## src/sv/amgd_pkg.sv

```systemverilog
// Package: types, constants and status codes for the graph store.
package amgd_pkg;
   localparam int DefMaxVertices = 16;

   typedef enum logic [1:0] {
      CMD_ADD_VERTEX = 2'd0,
      CMD_ADD_EDGE   = 2'd1,
      CMD_REMOVE     = 2'd2,
      CMD_WALK       = 2'd3
   } cmd_type;

   typedef enum logic [2:0] {
      ST_OK          = 3'd0,
      ST_FULL        = 3'd1,
      ST_EXISTS      = 3'd2,
      ST_MISSING     = 3'd3,
      ST_EDGE_EXISTS = 3'd4,
      ST_EMPTY       = 3'd5
   } status_type;

   typedef enum logic [3:0] {
      S_IDLE,
      S_SEARCH,
      S_DECIDE,
      S_SHIFT,
      S_COLS,
      S_WALK_START,
      S_WALK_STEP,
      S_WALK_EMIT,
      S_RESP
   } state_type;

   typedef struct packed {
      logic [1:0] command;
      logic [7:0] label_a;
      logic [7:0] label_b;
   } req_type;

   typedef struct packed {
      logic [2:0] status;
      logic [7:0] vertex_label;
      logic       is_last;
      logic [4:0] vertex_count;
   } rsp_type;
endpackage

```

## src/sv/amgd_if.sv

```systemverilog
// Interface: valid/ready channel carrying one payload word.
interface amgd_if #(parameter type payload_type = logic) ();
   logic        valid;
   logic        ready;
   payload_type payload;
   modport source (output valid, output payload, input ready);
   modport sink (input valid, input payload, output ready);
endinterface

```

## src/sv/adjacency_matrix_graph_dfs.sv

```systemverilog
// Top level: undirected graph store with depth-first walk.
//
// Usage:
//   req (sink): one word per command (command, label_a, label_b).
//   rsp (source): status, vertex_label, is_last, vertex_count per word.
//   Add vertex / add edge / remove give exactly one rsp word with is_last.
//   Walk gives one word per visited vertex, is_last on the final one;
//   an empty graph gives one word with status "graph empty".
// Timing: one command at a time; req_ready is high only while idle.
//   Label search steps one entry per cycle over the stored vertices; add
//   vertex / add edge then pass a decide state and load their rsp word in
//   the response state. Remove, after the decide state, shifts labels/rows
//   one entry per cycle and drops the column one row per cycle. Walk marks
//   vertex 0 in a start state; each further vertex passes a step and an emit
//   state, and each backtrack pops the stack in the step state; each walk
//   word is held back until the next visit so is_last can be set once the
//   stack empties.
// Stall: each rsp word is held in an output register until rsp_ready; the
//   sequencer waits on it, nothing is lost.
// Reset: synchronous; clears vertex count, adjacency rows and visited marks.
//   Labels and stack are undefined until written.
module adjacency_matrix_graph_dfs
   import amgd_pkg::*;
#(
   parameter int MAX_VERTICES = DefMaxVertices
) (
   input logic   clock,
   input logic   reset,
   amgd_if.sink   req,
   amgd_if.source rsp
);
   localparam int IW = $clog2(MAX_VERTICES);
   localparam int CW = $clog2(MAX_VERTICES + 1);

   state_type state_ff, state_in;
   logic [7:0]              labels_ff [MAX_VERTICES];
   logic [MAX_VERTICES-1:0] rows_ff [MAX_VERTICES];
   logic [IW-1:0]           stack_ff [MAX_VERTICES];
   logic [CW-1:0]           used_ff;
   logic [MAX_VERTICES-1:0] visited_ff;
   logic [CW-1:0]           depth_ff;
   req_type                 cmd_ff;
   logic [CW-1:0]           idx_ff;
   logic [IW-1:0]           ia_ff, ib_ff;
   logic                    fa_ff, fb_ff;
   logic [IW-1:0]           rem_ff;
   logic [IW-1:0]           pick_ff;
   logic [7:0]              pend_ff;
   logic                    rsp_valid_ff;
   rsp_type                 rsp_ff;
   status_type              st_ff;

   logic [IW-1:0]           idx_lo;
   logic [MAX_VERTICES-1:0] valid_mask, cand;
   logic [IW-1:0]           top_v, pick;
   logic                    cand_any;
   logic                    out_free;
   logic                    rsp_load;

   assign idx_lo   = idx_ff[IW-1:0];
   assign out_free = !rsp_valid_ff || rsp.ready;
   assign req.ready = (state_ff == S_IDLE) && out_free;
   assign rsp.valid = rsp_valid_ff;
   assign rsp.payload = rsp_ff;

   always_comb begin
      valid_mask = '0;
      for (int i = 0; i < MAX_VERTICES; i++) begin
         valid_mask[i] = (CW'(i) < used_ff);
      end
   end
   assign top_v = stack_ff[depth_ff[IW-1:0] - IW'(1)];
   assign cand  = rows_ff[top_v] & valid_mask & ~visited_ff;
   assign cand_any = |cand;
   always_comb begin
      pick = '0;
      for (int j = MAX_VERTICES - 1; j >= 0; j--) begin
         if (cand[j]) begin
            pick = IW'(j);
         end
      end
   end

   // next state
   always_comb begin
      state_in = state_ff;
      case (state_ff)
         S_IDLE: begin
            if (req.valid && out_free) begin
               state_in = (cmd_type'(req.payload.command) == CMD_WALK) ? S_WALK_START
                                                                     : S_SEARCH;
            end
         end
         S_SEARCH: begin
            if (idx_ff >= used_ff) begin
               state_in = S_DECIDE;
            end
         end
         S_DECIDE: begin
            if (cmd_type'(cmd_ff.command) == CMD_REMOVE && fa_ff) begin
               state_in = S_SHIFT;
            end else begin
               state_in = S_RESP;
            end
         end
         S_SHIFT: begin
            if (idx_ff + CW'(1) >= used_ff) begin
               state_in = S_COLS;
            end
         end
         S_COLS: begin
            if (idx_ff + CW'(1) >= used_ff) begin
               state_in = S_RESP;
            end
         end
         S_WALK_START: begin
            if (used_ff != '0) begin
               state_in = S_WALK_STEP;
            end else if (out_free) begin
               state_in = S_IDLE;
            end
         end
         S_WALK_STEP: begin
            if (depth_ff == '0) begin
               if (out_free) begin
                  state_in = S_IDLE;
               end
            end else if (cand_any) begin
               state_in = S_WALK_EMIT;
            end
         end
         S_WALK_EMIT: begin
            if (out_free) begin
               state_in = S_WALK_STEP;
            end
         end
         S_RESP: begin
            if (out_free) begin
               state_in = S_IDLE;
            end
         end
         default: state_in = S_IDLE;
      endcase
   end

   // output register load strobe
   always_comb begin
      case (state_ff)
         S_WALK_START: rsp_load = out_free && (used_ff == '0);
         S_WALK_STEP:  rsp_load = out_free && (depth_ff == '0);
         S_WALK_EMIT:  rsp_load = out_free;
         S_RESP:       rsp_load = out_free;
         default:      rsp_load = 1'b0;
      endcase
   end

   always_ff @(posedge clock) begin
      if (reset) begin
         state_ff <= S_IDLE;
      end else begin
         state_ff <= state_in;
      end
   end

   // datapath and outputs
   always_ff @(posedge clock) begin
      if (reset) begin
         used_ff      <= '0;
         visited_ff   <= '0;
         rsp_valid_ff <= 1'b0;
         depth_ff     <= '0;
         for (int i = 0; i < MAX_VERTICES; i++) begin
            rows_ff[i] <= '0;
         end
      end else begin
         if (rsp_load) begin
            rsp_valid_ff <= 1'b1;
         end else if (rsp.ready) begin
            rsp_valid_ff <= 1'b0;
         end
         case (state_ff)
            S_IDLE: begin
               if (req.valid && out_free) begin
                  cmd_ff <= req.payload;
                  idx_ff <= '0;
                  fa_ff  <= 1'b0;
                  fb_ff  <= 1'b0;
               end
            end
            S_SEARCH: begin
               if (idx_ff < used_ff) begin
                  if (!fa_ff && labels_ff[idx_lo] == cmd_ff.label_a) begin
                     fa_ff <= 1'b1;
                     ia_ff <= idx_lo;
                  end
                  if (!fb_ff && labels_ff[idx_lo] == cmd_ff.label_b) begin
                     fb_ff <= 1'b1;
                     ib_ff <= idx_lo;
                  end
                  idx_ff <= idx_ff + CW'(1);
               end
            end
            S_DECIDE: begin
               case (cmd_type'(cmd_ff.command))
                  CMD_ADD_VERTEX: begin
                     if (used_ff >= CW'(MAX_VERTICES)) begin
                        st_ff <= ST_FULL;
                     end else if (fa_ff) begin
                        st_ff <= ST_EXISTS;
                     end else begin
                        st_ff <= ST_OK;
                        labels_ff[used_ff[IW-1:0]] <= cmd_ff.label_a;
                        used_ff <= used_ff + CW'(1);
                     end
                  end
                  CMD_ADD_EDGE: begin
                     if (!fa_ff || !fb_ff) begin
                        st_ff <= ST_MISSING;
                     end else if (rows_ff[ia_ff][ib_ff]) begin
                        st_ff <= ST_EDGE_EXISTS;
                     end else begin
                        st_ff <= ST_OK;
                        rows_ff[ia_ff][ib_ff] <= 1'b1;
                        rows_ff[ib_ff][ia_ff] <= 1'b1;
                     end
                  end
                  CMD_REMOVE: begin
                     if (!fa_ff) begin
                        st_ff <= ST_MISSING;
                     end else begin
                        st_ff <= ST_OK;
                        rem_ff <= ia_ff;
                        idx_ff <= {1'b0, ia_ff};
                     end
                  end
                  default: st_ff <= ST_OK;
               endcase
            end
            S_SHIFT: begin
               // one row/label moved down per cycle
               if (idx_ff + CW'(1) < used_ff) begin
                  labels_ff[idx_lo] <= labels_ff[idx_lo + IW'(1)];
                  rows_ff[idx_lo]   <= rows_ff[idx_lo + IW'(1)];
                  idx_ff <= idx_ff + CW'(1);
               end else begin
                  rows_ff[idx_lo] <= '0;
                  idx_ff <= '0;
               end
            end
            S_COLS: begin
               // drop column rem from one row per cycle
               for (int j = 0; j < MAX_VERTICES; j++) begin
                  if (IW'(j) < rem_ff) begin
                     rows_ff[idx_lo][j] <= rows_ff[idx_lo][j];
                  end else if (j + 1 < MAX_VERTICES && CW'(j + 1) < used_ff) begin
                     rows_ff[idx_lo][j] <= rows_ff[idx_lo][j+1];
                  end else begin
                     rows_ff[idx_lo][j] <= 1'b0;
                  end
               end
               idx_ff <= idx_ff + CW'(1);
               if (idx_ff + CW'(1) >= used_ff) begin
                  used_ff <= used_ff - CW'(1);
               end
            end
            S_WALK_START: begin
               if (used_ff == '0) begin
                  if (out_free) begin
                     rsp_ff.status       <= ST_EMPTY;
                     rsp_ff.vertex_label <= '0;
                     rsp_ff.is_last      <= 1'b1;
                     rsp_ff.vertex_count <= 5'(used_ff);
                  end
               end else begin
                  // vertex 0 word waits until the next visit or the end
                  pend_ff     <= labels_ff[0];
                  visited_ff  <= MAX_VERTICES'(1);
                  stack_ff[0] <= '0;
                  depth_ff    <= CW'(1);
               end
            end
            S_WALK_STEP: begin
               if (depth_ff == '0) begin
                  // stack empty: held word is the final one
                  if (out_free) begin
                     rsp_ff.status       <= ST_OK;
                     rsp_ff.vertex_label <= pend_ff;
                     rsp_ff.is_last      <= 1'b1;
                     rsp_ff.vertex_count <= 5'(used_ff);
                  end
               end else if (cand_any) begin
                  pick_ff <= pick;
                  visited_ff[pick] <= 1'b1;
                  if (depth_ff < CW'(MAX_VERTICES)) begin
                     stack_ff[depth_ff[IW-1:0]] <= pick;
                     depth_ff <= depth_ff + CW'(1);
                  end
               end else begin
                  depth_ff <= depth_ff - CW'(1);
               end
            end
            S_WALK_EMIT: begin
               // another vertex follows, so the held word is not last
               if (out_free) begin
                  rsp_ff.status       <= ST_OK;
                  rsp_ff.vertex_label <= pend_ff;
                  rsp_ff.is_last      <= 1'b0;
                  rsp_ff.vertex_count <= 5'(used_ff);
                  pend_ff             <= labels_ff[pick_ff];
               end
            end
            S_RESP: begin
               if (out_free) begin
                  rsp_ff.status       <= st_ff;
                  rsp_ff.vertex_label <= '0;
                  rsp_ff.is_last      <= 1'b1;
                  rsp_ff.vertex_count <= 5'(used_ff);
               end
            end
            default: ;
         endcase
      end
   end

   assert property (@(posedge clock) disable iff (reset) used_ff <= CW'(MAX_VERTICES))
      else $error("vertex count overflow");
   assert property (@(posedge clock) disable iff (reset) depth_ff <= CW'(MAX_VERTICES))
      else $error("stack overflow");
   assert property (@(posedge clock) disable iff (reset)
      req.ready |-> state_ff == S_IDLE)
      else $error("ready while busy");
endmodule

```

## src/flat_wrapper.sv

```systemverilog
// flat-port wrapper written by rule: the top's interface ports become plain ports
module adjacency_matrix_graph_dfs_flat import amgd_pkg::*;
#(
   parameter int MAX_VERTICES = DefMaxVertices
)
  (clock, reset, req_valid, req_payload, req_ready, rsp_valid, rsp_payload, rsp_ready);
  amgd_if #(.payload_type(req_type)) req_i ();
  amgd_if #(.payload_type(rsp_type)) rsp_i ();
  input logic clock;
  input logic reset;
  input wire logic [$bits(req_i.valid)-1:0] req_valid;
  input wire logic [$bits(req_i.payload)-1:0] req_payload;
  output wire logic [$bits(req_i.ready)-1:0] req_ready;
  output wire logic [$bits(rsp_i.valid)-1:0] rsp_valid;
  output wire logic [$bits(rsp_i.payload)-1:0] rsp_payload;
  input wire logic [$bits(rsp_i.ready)-1:0] rsp_ready;
  assign req_i.valid = req_valid;
  assign req_i.payload = req_payload;
  assign req_ready = req_i.ready;
  assign rsp_valid = rsp_i.valid;
  assign rsp_payload = rsp_i.payload;
  assign rsp_i.ready = rsp_ready;
  adjacency_matrix_graph_dfs #(.MAX_VERTICES(MAX_VERTICES)) u_core (.clock(clock), .reset(reset), .req(req_i), .rsp(rsp_i));
endmodule
```

## config.mk

```make
export PLATFORM = sky130hd
export DESIGN_NAME = adjacency_matrix_graph_dfs_flat
export DESIGN_NICKNAME = d
export VERILOG_FILES = /design/src/sv/amgd_pkg.sv /design/src/sv/amgd_if.sv /design/src/sv/adjacency_matrix_graph_dfs.sv /design/src/flat_wrapper.sv
export SDC_FILE = /design/constraint.sdc
export NUM_CORES = 2
export LEC_CHECK = 0
export ABC_CLOCK_PERIOD_IN_PS = 9000
export BUFFER_PORTS_ARGS = -buffer_cell sky130_fd_sc_hd__buf_2
export CELL_PAD_IN_SITES_DETAIL_PLACEMENT = 1
export CELL_PAD_IN_SITES_GLOBAL_PLACEMENT = 1
export CORE_MARGIN = 5
export CORE_UTILIZATION = 38
export CTS_CLUSTER_SIZE = 24
export DETAILED_ROUTE_END_ITERATION = 8
export GPL_ROUTABILITY_DRIVEN = 0
export MAX_ROUTING_LAYER = met4
export PLACE_DENSITY = 0.73
export SYNTH_ARGS = -nofsm -noshare
export SYNTH_HDL_FRONTEND = slang
export SYNTH_SLANG_ARGS = --single-unit
```

## constraint.sdc

```tcl
create_clock -name clock -period 9 [get_ports clock]
set_clock_uncertainty 0.15 [all_clocks]
set_input_delay 0.45 -clock clock [delete_from_list [all_inputs] [get_ports clock]]
set_output_delay 0.45 -clock clock [all_outputs]
set_load 0.01 [all_outputs]
```

* Word level (Yosys, flattened, before mapping)
Memory sizes are Yosys's and may differ from the RTL's. A register that Yosys moved wholly into a read port is not among the register bits.
Index checks and enable logic that the tools add are counted.
** Operators by class
- Order comparisons :: 44
- Add/sub/neg operators :: 7
- Bitwise gates (word level) :: 54
- Reductions and logical operators :: 49
- Equal/unequal tests :: 36
- Muxes and demuxes :: 400
** Operator list (count)
- $mux W1 :: 309
- $mux W16 :: 12
- $mux W4 :: 36
- $mux W17 :: 6
- $pmux W17 S4 :: 1
- $mux W5 :: 13
- $reduce_or A16 Y1 :: 4
- $or A1 B1 Y1 :: 48
- $lt A4 B5 Y1 const A :: 8
- $pmux W4 S9 :: 1
- $and A16 B16 Y16 :: 2
- $lt A4 B4 Y1 const A :: 8
- $pmux W16 S2 :: 1
- $ne A2 B1 Y1 const B :: 15
- $reduce_and A4 Y1 :: 7
- $pmux W5 S5 :: 1
- $mux W8 :: 3
- $lt A3 B5 Y1 const A :: 4
- $pmux W5 S2 :: 2
- $eq A4 B3 Y1 const B :: 4
- $eq A8 B8 Y1 :: 2
- $lt A3 B4 Y1 const A :: 4
- $not A16 Y16 :: 1
- $or A16 B16 Y16 :: 1
- 48 further kinds :: 97
** Storage, ports and cells
- Output and inout port bits :: 19
- Memory bits (writable) :: 448
- Bits of input ports :: 22
- Register bits after elaboration :: 100
- Memories :: 3
** Memory list
- u_core.rows_ff :: depth 16, bits a word 16, read ports 4, clocked after Yosys merged registers in 2, write ports 16, line adjacency_matrix_graph_dfs.sv:37 : logic [MAX_VERTICES-1:0] rows_ff [MAX_VERTICES];
- u_core.labels_ff :: depth 16, bits a word 8, read ports 4, clocked after Yosys merged registers in 2, write ports 1, line adjacency_matrix_graph_dfs.sv:36 : logic [7:0] labels_ff [MAX_VERTICES];
- u_core.stack_ff :: depth 16, bits a word 4, read ports 1, clocked after Yosys merged registers in 0, write ports 1, line adjacency_matrix_graph_dfs.sv:38 : logic [IW-1:0] stack_ff [MAX_VERTICES];

* Longest topological paths before layout
An unclocked memory read counts as a cell.
- Depth after elaboration :: 29
- Mapped depth :: 25
- Mapped depth without buffers :: 18

* Least setup slack after synthesis
Ideal clock, no wire load.
- Path type :: register to register
- Start :: register u_core.depth_ff[0]
- End :: register u_core.depth_ff[4]
- Setup time :: 0.071 ns
- Required time :: 8.779 ns
- Period minus slack after synthesis :: 5.739 ns
- Data arrival time :: 5.518 ns
- Buffers on the path :: 5
- Stages on the path, launching flop included :: 24
- Slack :: 3.261 ns
- Cell sequence :: dfxtp_1 buf_2 buf_4 inv_1 ha_1 buf_2 mux2_2 mux4_2 mux2i_2 buf_2 buf_2 mux2i_1 a32oi_1 nand3_1 o21ai_0 nor4_1 nand4_1 inv_1 ha_1 a21o_1 a21oi_1 xnor2_1 nand2_1 a21oi_1
** On the way
- Longest elaborated chain between the ends :: 9
- Elaborated cells between the ends (all ways) :: 17
- Classes of those cells :: add/sub: 3; order compare: 1; eq/ne: 2; mux: 4; bitwise: 2; reduce/logical: 3; memory: 2
** RTL lines
- start, declared :: line adjacency_matrix_graph_dfs.sv:41 : logic [CW-1:0] depth_ff;
- start signal, assigned :: line adjacency_matrix_graph_dfs.sv:296 : depth_ff <= depth_ff + CW'(1);
- start signal, assigned :: line adjacency_matrix_graph_dfs.sv:299 : depth_ff <= depth_ff - CW'(1);
- $sub A4 B1 Y4 :: line adjacency_matrix_graph_dfs.sv:72 : assign top_v = stack_ff[depth_ff[IW-1:0] - IW'(1)];
- $mem_v2 Z16 W4
- $mem_v2 Z16 W16
- $and A16 B16 Y16 (2 in a row) :: line adjacency_matrix_graph_dfs.sv:73 : assign cand = rows_ff[top_v] & valid_mask & ~visited_ff;
- $reduce_or A16 Y1 :: line adjacency_matrix_graph_dfs.sv:74 : assign cand_any = |cand;
- $mux W5 :: line adjacency_matrix_graph_dfs.sv:291 : end else if (cand_any) begin
- $mux W5 :: line adjacency_matrix_graph_dfs.sv:283 : if (depth_ff == '0) begin
- $pmux W5 S2 :: line adjacency_matrix_graph_dfs.sv:181 : case (state_ff)
Parallel ways exist; a longest one is shown, timed or not. The select of a mux whose other input is x is not followed.
A chain may end at the register's enable or synchronous reset.

* Final worst setup path
- Start :: register u_core.depth_ff[1]
- End :: register u_core.depth_ff[4]
Same word-level chain as after synthesis.

==> results.sh <==
export IMPL_grt_use_met3_pct=7.69
export IMPL_cts_sinks=560
export IMPL_synthArstFlopShare_pct=0
export IMPL_worst_hold_slack_ns=0.0889
export IMPL_final_cell_mix="449 x nand2_1, 379 x mux4_2, 292 x dfxtp_1, 261 x edfxtp_1, 237 x o21ai_0"
export IMPL_cpPeakStageDelay_ns=1.10
export IMPL_path_cells="inv_1 > ha_1 > mux4_2 > mux2i_1 > mux2i_4 > nor2_1 > buf_4 > a31oi_1 > nand3_1 > o21ai_0 > nor4_1 > nand4_1 > inv_1 > ha_1 > a21o_1 > a21oi_1 > xnor2_1 > nand2_1 > a21oi_1"
export IMPL_coreArea_um2=91900
export IMPL_drive_above_1_share_pct=22.8
export IMPL_p_switching_w=0.00321
export IMPL_grt_ovfl_total=0
export IMPL_root_buffer="clkbuf_16"
export IMPL_grt_max_degree=99
export IMPL_busiest_layer="met2"
export IMPL_drc=0
export IMPL_power_leakage_nw=12.6
export IMPL_max_freq_mhz=132
export IMPL_slew_headroom_pct=4.20
export IMPL_worst_path_max_delay_cell="nor2_1"
export IMPL_insertion_delay_ns=0.69
export IMPL_clk_pin_slew_ns=0.07
export IMPL_wl_um=143000
export IMPL_cp_data_required_time_ns=9.45
export IMPL_ir_drop_v=0.000252
export IMPL_netSwitchingFraction_pct=37.1
export IMPL_synth_seq_cells=560
export IMPL_maxCapViolations=0
export IMPL_via_per_inst=7.10
export IMPL_worst_path_max_fanout=20
export IMPL_antenna_found_initial=8
export IMPL_grt_pass1_vias=30918
export IMPL_power_density_nw_per_um2=223
export IMPL_die_h_um=315
export IMPL_critPathArrivalTime_ns=8.03
export IMPL_io_pins=41
export IMPL_areaGrowthSynthToFinish_pct=10.2
export IMPL_cp_start_kind="flip-flop"
export IMPL_fp_row_count=111
export IMPL_fin_crit_sh_pct=84.3
export IMPL_drtIter0Drc=4974
export IMPL_antenna_left=0
export IMPL_dp_slack_ns=1.79
export IMPL_yosysSeqAreaShare_pct=39.2
export IMPL_portBuffers=40
export IMPL_cts_buffer_depth=3
export IMPL_status="finished, final reports clean"
export IMPL_cts_setup_buffers=0
export IMPL_critical_path_class="flip-flop to flip-flop"
export IMPL_hp_class="primary input to flip-flop"
export IMPL_synth_cell_types=73
export IMPL_grt_util_all_layers_pct=29.0
export IMPL_firstDrtPassIters=6
export IMPL_hpwl_um=90900
export IMPL_hold_viol_final=0
export IMPL_fillers=9916
export IMPL_die_w_um=315
export IMPL_rsz0062_at_grt="false"
export IMPL_grt_pass1_wl_um=211000
export IMPL_power_total_w=0.00866
export IMPL_grt_use_met1_pct=37.9
export IMPL_p_seq_share_pct=35.7
export IMPL_fin_crit_ns=7.58
export IMPL_drv_slew=0
export IMPL_wl_per_cell_um=32.5
export IMPL_ys_warn_count=0
export IMPL_die_area_um2=99100
export IMPL_synth_flop_cell="dfxtp_1"
export IMPL_synth_edf_count=261
export IMPL_final_nets=3152
export IMPL_netlist_area_um2=35300
export IMPL_cts_buffers_inserted=61
export IMPL_comb_power_share_pct=34.1
export IMPL_use_met2_pct=42.5
export IMPL_cts_htree_levels=2
export IMPL_cts_tree="yes"
export IMPL_synth_nets=3253
export IMPL_final_common_cell="nand2_1"
export IMPL_power_internal_w=0.00545
export IMPL_postSynthAreaPerCell_um2=11.0
export IMPL_setup_tns_ns=0
export IMPL_clock_power_share_pct=30.3
export IMPL_setup_viol=0
export IMPL_netlist_instances=3210
export IMPL_setup_slack_ns=1.42
export IMPL_worst_slew_pin_slew_ns=1.43
export IMPL_routed_via_count=31322
export IMPL_start_util_pct=38.4
export IMPL_crit_path_end_kind="flip-flop"
==> flip-flops by register name, summed over array words and instances (netlist names), 5 cells and up, named ones only <==
| signal | flops |
|---|---|
| u_core.idx_ff | 5 |
| u_core.visited_ff | 16 |
| u_core.labels_ff | 128 |
| u_core.used_ff | 5 |
| u_core.rsp.payload | 17 |
| u_core.depth_ff | 5 |
| u_core.stack_ff | 64 |
| u_core.rows_ff | 256 |
| u_core.pend_ff | 8 |
| u_core.cmd_ff | 18 |
==> worst paths after layout <==
check | from | endpoint | slack, ns | depth (start not counted)
hold / removal | rsp_ready | u_core.rsp.valid | 0.09 | 4
setup / recovery | u_core.depth_ff[1] | u_core.depth_ff[4] | 1.42 | 19
setup reg to reg | u_core.depth_ff[1] | u_core.depth_ff[4] | 1.42 | 19
hold reg to reg | u_core.visited_ff[9] | u_core.visited_ff[9] | 0.33 | 2
==> cells by family (layout without fill, tap and decap cells) <==
kind of cell / count (synthesis) / in the layout / synth area share (%)
flops: 560 / 560 / 39.2
mux: 497 / 497 / 27.7
fa+ha+maj: 21 / 21 / 0.766
other cells: 0 / 6 / 0
xor+xnor: 30 / 30 / 0.766
buf+inv: 344 / 296 / 4.06
simple gates: 954 / 954 / 12.6
compound gates: 804 / 804 / 15.0
==> power groups by stage <==
stage | clock [W] | sequential [W] | combinational [W]
finish | 0.00262 | 0.00309 | 0.00295
global route | 0.00275 | 0.00310 | 0.00310
CTS | 0.00263 | 0.00308 | 0.00291
detailed placement | 0 | 0.00313 | 0.00287
global placement | 0 | 0.00312 | 0.00280
floorplan | 0 | 0.00292 | 0.00216
==> per-stage QoR <==
stage	utilization (%)	instances	instance area [µm²]
3_3_place_gp	39.8	4271	36600
5_1_grt	42.3	4409	38900
6_report	42.3	4411	38900
4_1_cts	42.3	4405	38900
3_5_place_dp	39.8	4271	36600
2_1_floorplan	-	3210	35300
==> routing by layer <==
metal | up-vias | routed length, µm
met1 | 16026 | 55500
li1 | 12537 | -
met3 | 516 | 17200
met5 | - | 0
met4 | 0 | 7520
met2 | 2243 | 63100
==> synth_stat cells, drive strengths merged (40+ instances only) <==
| master | n | area, µm² |
|---|---|---|
| a21oi | 71 | 355 |
| a31oi | 166 | 1040 |
| a32oi | 76 | 666 |
| and3 | 169 | 1060 |
| buf | 92 | 484 |
| clkbuf | 224 | 845 |
| dfxtp | 299 | 5990 |
| edfxtp | 261 | 7840 |
| mux2i | 85 | 855 |
| mux4 | 379 | 8540 |
| nand2 | 449 | 1690 |
| nand3 | 83 | 415 |
| nor2 | 128 | 480 |
| o211ai | 40 | 300 |
| o21ai | 268 | 1360 |
==> final cells by class <==
cell class                      count  area (µm²)  area share (%)
Tap cell                         1243        1560            4.00
Timing Repair Buffer              152        1090            2.79
Clock inverter                     31         340           0.875
Antenna cell                        6        15.0          0.0386
Inverter                           28         113           0.290
Clock buffer                       85        1730            4.44
Sequential cell                   560       13800            35.6
Multi-Input combinational cell   2306       20200            52.0
==> critical path, delay by kind of cell (launching register included) <==
| kind | cells | cell delay, ns |
|---|---|---|
| AOI/OAI and AO/OA | 5 | 0.93 |
| xor gates and xnor gates | 1 | 0.15 |
| adders and majority gates | 2 | 1.18 |
| buffers and inverters | 3 | 0.90 |
| DFF | 1 | 0.47 |
| muxes | 3 | 0.97 |
| and+or+nand+nor | 5 | 2.72 |
==> repair_timing <==
item	CTS	global route
endpoints found under the setup margin	0	0
hold buffers	18	0
hold endpoints to repair	18	0
gates resized for setup	0	0
Power figures use the tool's default switching activity.
